===== src/design/assert_macros.svh =====
// Assertion macros shared by the allocator RTL.
`ifndef ASSERT_MACROS_SVH
`define ASSERT_MACROS_SVH

// Property checked at every clock edge outside reset.
`define FCA_ASSERT(lbl, prop) \
  lbl: assert property (@(posedge clk_i) disable iff (!rst_ni) prop) \
    else $error("fca assertion failed");

// Condition in one cycle implies a condition in the next.
`define FCA_ASSERT_NEXT(lbl, pre, post) \
  lbl: assert property (@(posedge clk_i) disable iff (!rst_ni) (pre) |=> (post)) \
    else $error("fca sequence assertion failed");

`endif


===== src/design/fca_pkg.sv =====
// Shared types and constants of the link table allocator.
package fca_pkg;

  localparam int unsigned FIELD_W = 12;
  localparam int unsigned QDEPTH  = 2;
  localparam int unsigned QPTR_W  = $clog2(QDEPTH);
  localparam int unsigned QCNT_W  = $clog2(QDEPTH + 1);

  typedef enum logic [1:0] {
    MODE_FORMAT = 2'd0,
    MODE_ALLOC  = 2'd1,
    MODE_FREE   = 2'd2,
    MODE_LOOKUP = 2'd3
  } mode_e;

  typedef enum logic [1:0] {
    ST_OK      = 2'd0,
    ST_NOSPACE = 2'd1,
    ST_BAD     = 2'd2
  } status_e;

  // Classified job handed from front to back
  typedef enum logic [2:0] {
    OP_FORMAT,
    OP_ALLOC,
    OP_FREE,
    OP_LOOKUP,
    OP_REJECT
  } op_e;

  typedef struct packed {
    op_e                op;
    logic [FIELD_W-1:0] count;
    logic [FIELD_W-1:0] index;
  } job_t;

  typedef enum logic [2:0] {
    BK_CLEAR,
    BK_IDLE,
    BK_COUNT,
    BK_LINK,
    BK_TERM,
    BK_FREE,
    BK_LOOK,
    BK_RESP
  } bk_state_e;

endpackage


===== src/design/fca_chan_if.sv =====
// Request and result channel interfaces of the allocator.
interface fca_req_if import fca_pkg::*; ();
  logic               valid;
  logic               ready;
  logic [1:0]         mode;
  logic [FIELD_W-1:0] block_count;
  logic [FIELD_W-1:0] start_block;

  modport source (output valid, output mode, output block_count, output start_block,
                  input ready);
  modport sink   (input valid, input mode, input block_count, input start_block,
                  output ready);
endinterface



===== src/design/fca_front.sv =====
// Request front end: classifies requests and queues jobs for the back end.
`include "assert_macros.svh"

module fca_front import fca_pkg::*; #(
  parameter int unsigned TABLE_ENTRIES = 4096
) (
  input  logic       clk_i,
  input  logic       rst_ni,
  fca_req_if.sink    req_i,
  input  logic       init_busy_i,
  output logic       job_valid_o,
  output job_t       job_o,
  input  logic       job_ready_i
);

  job_t              q_mem [QDEPTH];
  logic [QPTR_W-1:0] wr_ptr_q, wr_ptr_d;
  logic [QPTR_W-1:0] rd_ptr_q, rd_ptr_d;
  logic [QCNT_W-1:0] cnt_q, cnt_d;
  logic              push, pop;
  logic              idx_oor;
  job_t              job_new;

  assign req_i.ready = !init_busy_i && (cnt_q != QCNT_W'(QDEPTH));
  assign push        = req_i.valid && req_i.ready;
  assign pop         = job_valid_o && job_ready_i;
  assign job_valid_o = (cnt_q != '0);
  assign job_o       = q_mem[rd_ptr_q];

  // Classify: bad requests are settled here and skip the table entirely
  always_comb begin
    idx_oor       = ({20'd0, req_i.start_block} >= TABLE_ENTRIES);
    job_new.count = req_i.block_count;
    job_new.index = req_i.start_block;
    unique case (mode_e'(req_i.mode))
      MODE_FORMAT: job_new.op = OP_FORMAT;
      MODE_ALLOC:  job_new.op = (req_i.block_count == '0) ? OP_REJECT : OP_ALLOC;
      MODE_FREE: begin
        job_new.op = (req_i.start_block == '0 || idx_oor) ? OP_REJECT : OP_FREE;
      end
      MODE_LOOKUP: job_new.op = idx_oor ? OP_REJECT : OP_LOOKUP;
      default:     job_new.op = OP_REJECT;
    endcase
  end

  always_ff @(posedge clk_i) begin
    if (push) begin
      q_mem[wr_ptr_q] <= job_new;
    end
  end

  always_comb begin
    wr_ptr_d = push ? wr_ptr_q + QPTR_W'(1) : wr_ptr_q;
    rd_ptr_d = pop  ? rd_ptr_q + QPTR_W'(1) : rd_ptr_q;
    cnt_d    = cnt_q;
    if (push && !pop) begin
      cnt_d = cnt_q + QCNT_W'(1);
    end else if (pop && !push) begin
      cnt_d = cnt_q - QCNT_W'(1);
    end
  end

  always_ff @(posedge clk_i or negedge rst_ni) begin
    if (!rst_ni) begin
      wr_ptr_q <= '0;
      rd_ptr_q <= '0;
      cnt_q    <= '0;
    end else begin
      wr_ptr_q <= wr_ptr_d;
      rd_ptr_q <= rd_ptr_d;
      cnt_q    <= cnt_d;
    end
  end

  `FCA_ASSERT(a_q_bound, cnt_q <= QCNT_W'(QDEPTH))
  `FCA_ASSERT_NEXT(a_q_push, push && !pop, cnt_q == $past(cnt_q) + QCNT_W'(1))

endmodule


===== src/flat_wrapper.sv =====
// flat-port wrapper written by rule: the top's interface ports become plain ports
module fca_front_flat import fca_pkg::*;
#(
  parameter int unsigned TABLE_ENTRIES = 4096
)
  (clk_i, rst_ni, init_busy_i, job_valid_o, job_o, job_ready_i, req_i_valid, req_i_mode, req_i_block_count, req_i_start_block, req_i_ready);
  fca_req_if req_i_i ();
  input  logic clk_i;
  input  logic rst_ni;
  input  logic init_busy_i;
  output logic job_valid_o;
  output job_t job_o;
  input  logic job_ready_i;
  input wire logic [$bits(req_i_i.valid)-1:0] req_i_valid;
  input wire logic [$bits(req_i_i.mode)-1:0] req_i_mode;
  input wire logic [$bits(req_i_i.block_count)-1:0] req_i_block_count;
  input wire logic [$bits(req_i_i.start_block)-1:0] req_i_start_block;
  output wire logic [$bits(req_i_i.ready)-1:0] req_i_ready;
  assign req_i_i.valid = req_i_valid;
  assign req_i_i.mode = req_i_mode;
  assign req_i_i.block_count = req_i_block_count;
  assign req_i_i.start_block = req_i_start_block;
  assign req_i_ready = req_i_i.ready;
  fca_front #(.TABLE_ENTRIES(TABLE_ENTRIES)) u_core (.clk_i(clk_i), .rst_ni(rst_ni), .req_i(req_i_i), .init_busy_i(init_busy_i), .job_valid_o(job_valid_o), .job_o(job_o), .job_ready_i(job_ready_i));
endmodule

===== config.mk =====
export PLATFORM = sky130hd
export DESIGN_NAME = fca_front_flat
export DESIGN_NICKNAME = d
export VERILOG_FILES = /design/src/design/fca_pkg.sv /design/src/design/fca_chan_if.sv /design/src/design/fca_front.sv /design/src/flat_wrapper.sv
export VERILOG_INCLUDE_DIRS = /design/src /design/src/design
export SDC_FILE = /design/constraint.sdc
export NUM_CORES = 1
export LEC_CHECK = 0
export BUFFER_PORTS_ARGS = -buffer_cell sky130_fd_sc_hd__buf_4
export CAP_MARGIN = 20
export CORE_MARGIN = 2
export CORE_UTILIZATION = 40
export CTS_CLUSTER_DIAMETER = 60
export DETAILED_ROUTE_END_ITERATION = 7
export GPL_TIMING_DRIVEN = 1
export HOLD_SLACK_MARGIN = 0.02
export PLACE_DENSITY = 0.62
export REMOVE_ABC_BUFFERS = 1
export SYNTH_ARGS = -nofsm -noshare
export SYNTH_HDL_FRONTEND = slang
export SYNTH_SLANG_ARGS = --single-unit

===== constraint.sdc =====
create_clock -name clk_i -period 2.75 [get_ports clk_i]
set_input_delay 0.55 -clock clk_i [delete_from_list [all_inputs] [get_ports clk_i]]
set_output_delay 0.55 -clock clk_i [all_outputs]
set_load 0.005 [all_outputs]

Yosys cells after proc, flatten, opt, wreduce, memory -nomap -nowiden

Memories as Yosys holds them, arrays and structs flattened.
Index checks and enable logic that the tools add are counted.

Register bits: 4
RAM bits: 54
Input port bits: 31
Output and inout bits: 29
Word-level logic and storage cells: 32
Memories kept: 1

Memory list:

| name         | depth | width | read ports | clocked after memory_dff | wr ports | line            | source |
|---|---|---|---|---|---|---|---|
| u_core.q_mem | 2     | 27    | 1          | 0                        | 1        | fca_front.sv:16 | `job_t q_mem [QDEPTH];` |

Add/subtract/negate cells: 4
Equality and inequality tests: 4
Mux-type cells: 7
Reduce and logical (&&, ||, !) cells: 13

Operator list:

| operator            | count |
|---|---|
| $logic_not 12->1    | 2 |
| $pmux 3 s4          | 1 |
| $mux 3              | 2 |
| $logic_and 1x1->1   | 5 |
| $eq 2x2->1 const B  | 2 |
| $mux 2              | 2 |
| $reduce_bool 2->1   | 2 |
| $logic_not 1->1     | 3 |
| $add 1x1->1 const B | 2 |
| $add 2x1->2 const B | 1 |
| $eq 2x1->1 const B  | 1 |
| $logic_not 2->1     | 1 |
| $mux 1              | 2 |
| $ne 2x2->1 const B  | 1 |
| $sub 2x1->2 const B | 1 |

Longest topological paths before layout

Depth after elaboration: 7
Mapped depth: 7
Mapped depth without buffers: 7

Least setup slack after synthesis

Ideal clock, no wire load.

Kind: input to register
From: input port init_busy_i
To: memory u_core.q_mem[0][0] (netlist name), enable pin
Data arrival time: 1.915 ns
Required time: 2.339 ns
Setup slack: 0.424 ns
Stages: 3
Path through: inv_1 -> o211ai_1 -> nor2_1

Cells in the longest elaborated chain, start to end: 5

RTL lines:

| item                         | line               | source |
|---|---|---|
| start, declared              | flat_wrapper.sv:10 | `input logic init_busy_i;` |
| $logic_not 1->1              | fca_front.sv:24    | `assign req_i.ready = !init_busy_i && (cnt_q != QCNT_W'(QDEPTH));` |
| $logic_and 1x1->1            | fca_front.sv:24    |  |
| $logic_and 1x1->1            | fca_front.sv:25    | `assign push = req_i.valid && req_i.ready;` |
| $mux 1                       | fca_front.sv:47    | `if (push) begin` |
| $mux 1 (not written as such) | fca_front.sv:48    | `q_mem[wr_ptr_q] <= job_new;` |
| end, declared                | fca_front.sv:16    |  |

No other way between the ends.

==> results.toml <==
[synthesis]
netlist_area_sq_um = 2341
yosys.area.top_type = "edfxtp_1"
ys_top_cells_by_area = "edfxtp_1 (69%), mux2_4 (12%), dfrtp_1 (4.3%), mux2_2 (3.8%), xnor2_1 (1.5%)"
synth.top_cell.area_share_pct = 69.27
synth_seq_area_share_pct = 73.54
synth-seq-cells = 58
synthesis.instances = 121
yosys_warnings = 0
ys_types = 22
avgSynthCellArea_sq_um = 19.35

[cts]
post_cts_resized = 0
path_clk_slew_ns = 0.06
cts_made_buffers = 9
cts-root-buf = "clkbuf_8"
insertion_delay_ns = 0.32
cts_tree = "done"
cts_buffer_depth = 2
h-tree-depth = 3
cts_sinks = 58

[status]
status = "completed"

[timing]
post-route-min-period_ns = 2.000
rsz0062_at_grt = "false"
post-route-period-util_pct = 72.73
worst_slew_pin_slew_ns = 0.3428
hold_violations = 0
fin_setup_tns_ns = 0
finalMaxSlewViolations = 0
clock.fmax_mhz = 500.0
maxSlewHeadroom_pct = 77.05
clock_skew_ns = 0.006252
setup_violations = 0

[grt]
grt_pass1_wl_microns = 6575
gr-total-overflow = 0
antenna_found_initial = 0
grt.busiest_layer = "met2"
grt_pass1_vias = 1396
grt_use_met3_pct = 4.719
grtUsageMet2_pct = 22.50
grtUsageMet1_pct = 16.56
track_usage_pct = 14.09
grt_max_degree = 18

[power]
power_density_nw_per_um2 = 892.8
ir_worst_vdd_uv = 379.4
power.total_mw = 2.746
leakagePower_nw = 1.211

[finish]
regArea_sq_um = 1722
nFillCells = 466
finalNetCount = 227
area_growth_pct = 31.37
n_antenna_cell = 0
final_cell_mix = "buf_4 (65), edfxtp_1 (54), mux2_4 (19)"
multi_input_area_sq_um = 576.8
final_common_cell = "buf_4"
drive_gt1_share_pct = 53.00

[flow_run]
cap_violations = 0

[worst_setup_path]
path_max_fanout = 16
path_depth = 3
critPathKind = "reg2out"
cp-start-kind = "flip-flop"
worstRegToRegCells = 6
critPathSlowestCell = "mux2_2"
cp.arrival_ns = 1.45
crit_top_cell = "buf_4"
cp.required_ns = 2.20
max_stage_delay_ns = 0.37
crit_family = "buffers and inverters"
worst-path-buf-inv = 2
crit_chain = "buf_4 -> mux2_2 -> buf_4"
end_kind = "output port"

[die]
die-area_sq_um = 6480
start_util_pct = 42.00
core_sq_um = 5574
rows = 27
die_h_microns = 80.50
dieWidth_microns = 80.50
num_io_pins = 60

[routing]
vias = 1292
drt_iter0_markers = 68
wl_microns = 4174
first_pass_iters = 4
drt.antenna.violating_nets = 0
via_per_inst = 4.750
drcViolationCount = 0
wire_per_inst_microns = 15.35

[placement]
port_buffers = 59
dp_hpwl_microns = 2974
routabilityCongestion = 0.6886

[hold_path]
hold_depth = 1
hold_class = "in2reg"
## flip-flops by register name (all words and copies together), names as in the netlist
name,cells
u_core.rd_ptr_q,1
u_core.wr_ptr_q,1
u_core.q_mem,54
u_core.cnt_q,2
## metal layers
layer / routed length (microns) / share of wire, % / vias up
li1: - / - / 614
met1: 1763 / 42 / 615
met2: 2045 / 49 / 56
met3: 296 / 7.1 / 7
met4: 69 / 1.7 / 0
met5: 0 / 0 / -
## power breakdown
part           leakage, nW  total, mW  switching [mW]  internal, mW
Clock               0.0894      0.716           0.304         0.412
Sequential           0.540       1.16          0.0487          1.11
Combinational        0.581      0.871           0.348         0.523
## synthesized netlist by cell type, drive strengths merged
master  number
o211ai       1
xor2         1
edfxtp      54
mux2        27
xnor2        4
and3         1
or2          1
nor2         5
dfrtp        4
inv          3
nand2        4
nor3         1
nand3        1
nor4         4
nand3b       1
o22ai        1
nand4b       1
o21a         3
buf          3
ha           1
## cell type report
class | count | area share (%)
multi-input combinational | 57 | 18.76
tap | 72 | 2.929
inverter | 3 | 0.3662
clock buffer | 12 | 4.394
timing repair buffer | 66 | 16.19
sequential | 58 | 55.98
clock inverter | 4 | 1.383
## cells by family after synthesis
group                    Yosys count  synth area share [%]
AO/OA/AOI/OAI                      5                 1.550
multiplexers                      27                 16.03
adder cells (fa/ha/maj)            1                0.5344
AND/OR/NAND/NOR                   19                 4.543
buffers and inverters              6                 1.924
flip-flops                        58                 73.54
XOR/XNOR                           5                 1.871
## stage by stage
step / hold WS [ns] / instances / instance area (sq um) / utilization [%] / setup WS, ns
3_3_place_gp: 0.3494 / 255 / 2888 / 51.81 / 1.094
5_1_grt: 0.4005 / 272 / 3075 / 55.17 / 0.6800
2_1_floorplan: 0.2544 / 118 / 2307 / - / 0.4241
6_report: 0.4191 / 272 / 3075 / 55.17 / 0.7498
4_1_cts: 0.3984 / 272 / 3075 / 55.17 / 0.7189
3_5_place_dp: 0.3516 / 255 / 2888 / 51.81 / 1.078
## what timing repair did
action,CTS,global route
endpoints found under the hold margin,4,0
hold buffers,1,0
setup buffers,0,0
## worst reg2reg max path, cell delays in order (launching register included)
cell      delay [ns]
dfrtp_1         0.44
o211ai_1        0.35
inv_1           0.08
ha_1            0.20
xor2_1          0.14
nor2_1          0.13
xnor2_1         0.14
## final timing paths
kind / slack (ns) / start / end
worst min-delay path: 0.42 / req_i_start_block[5] / u_core.q_mem[1][5]
worst max register to register: 1.19 / u_core.cnt_q[0] / u_core.cnt_q[1]
min in group asynchronous: 0.55 / rst_ni / u_core.cnt_q[1]
worst min register to register: 0.52 / u_core.wr_ptr_q / u_core.wr_ptr_q
max in group asynchronous: 2.09 / rst_ni / u_core.rd_ptr_q
worst max-delay path: 0.75 / u_core.rd_ptr_q / job_o[26]
No activity file was read; power rests on OpenSTA's default activity.
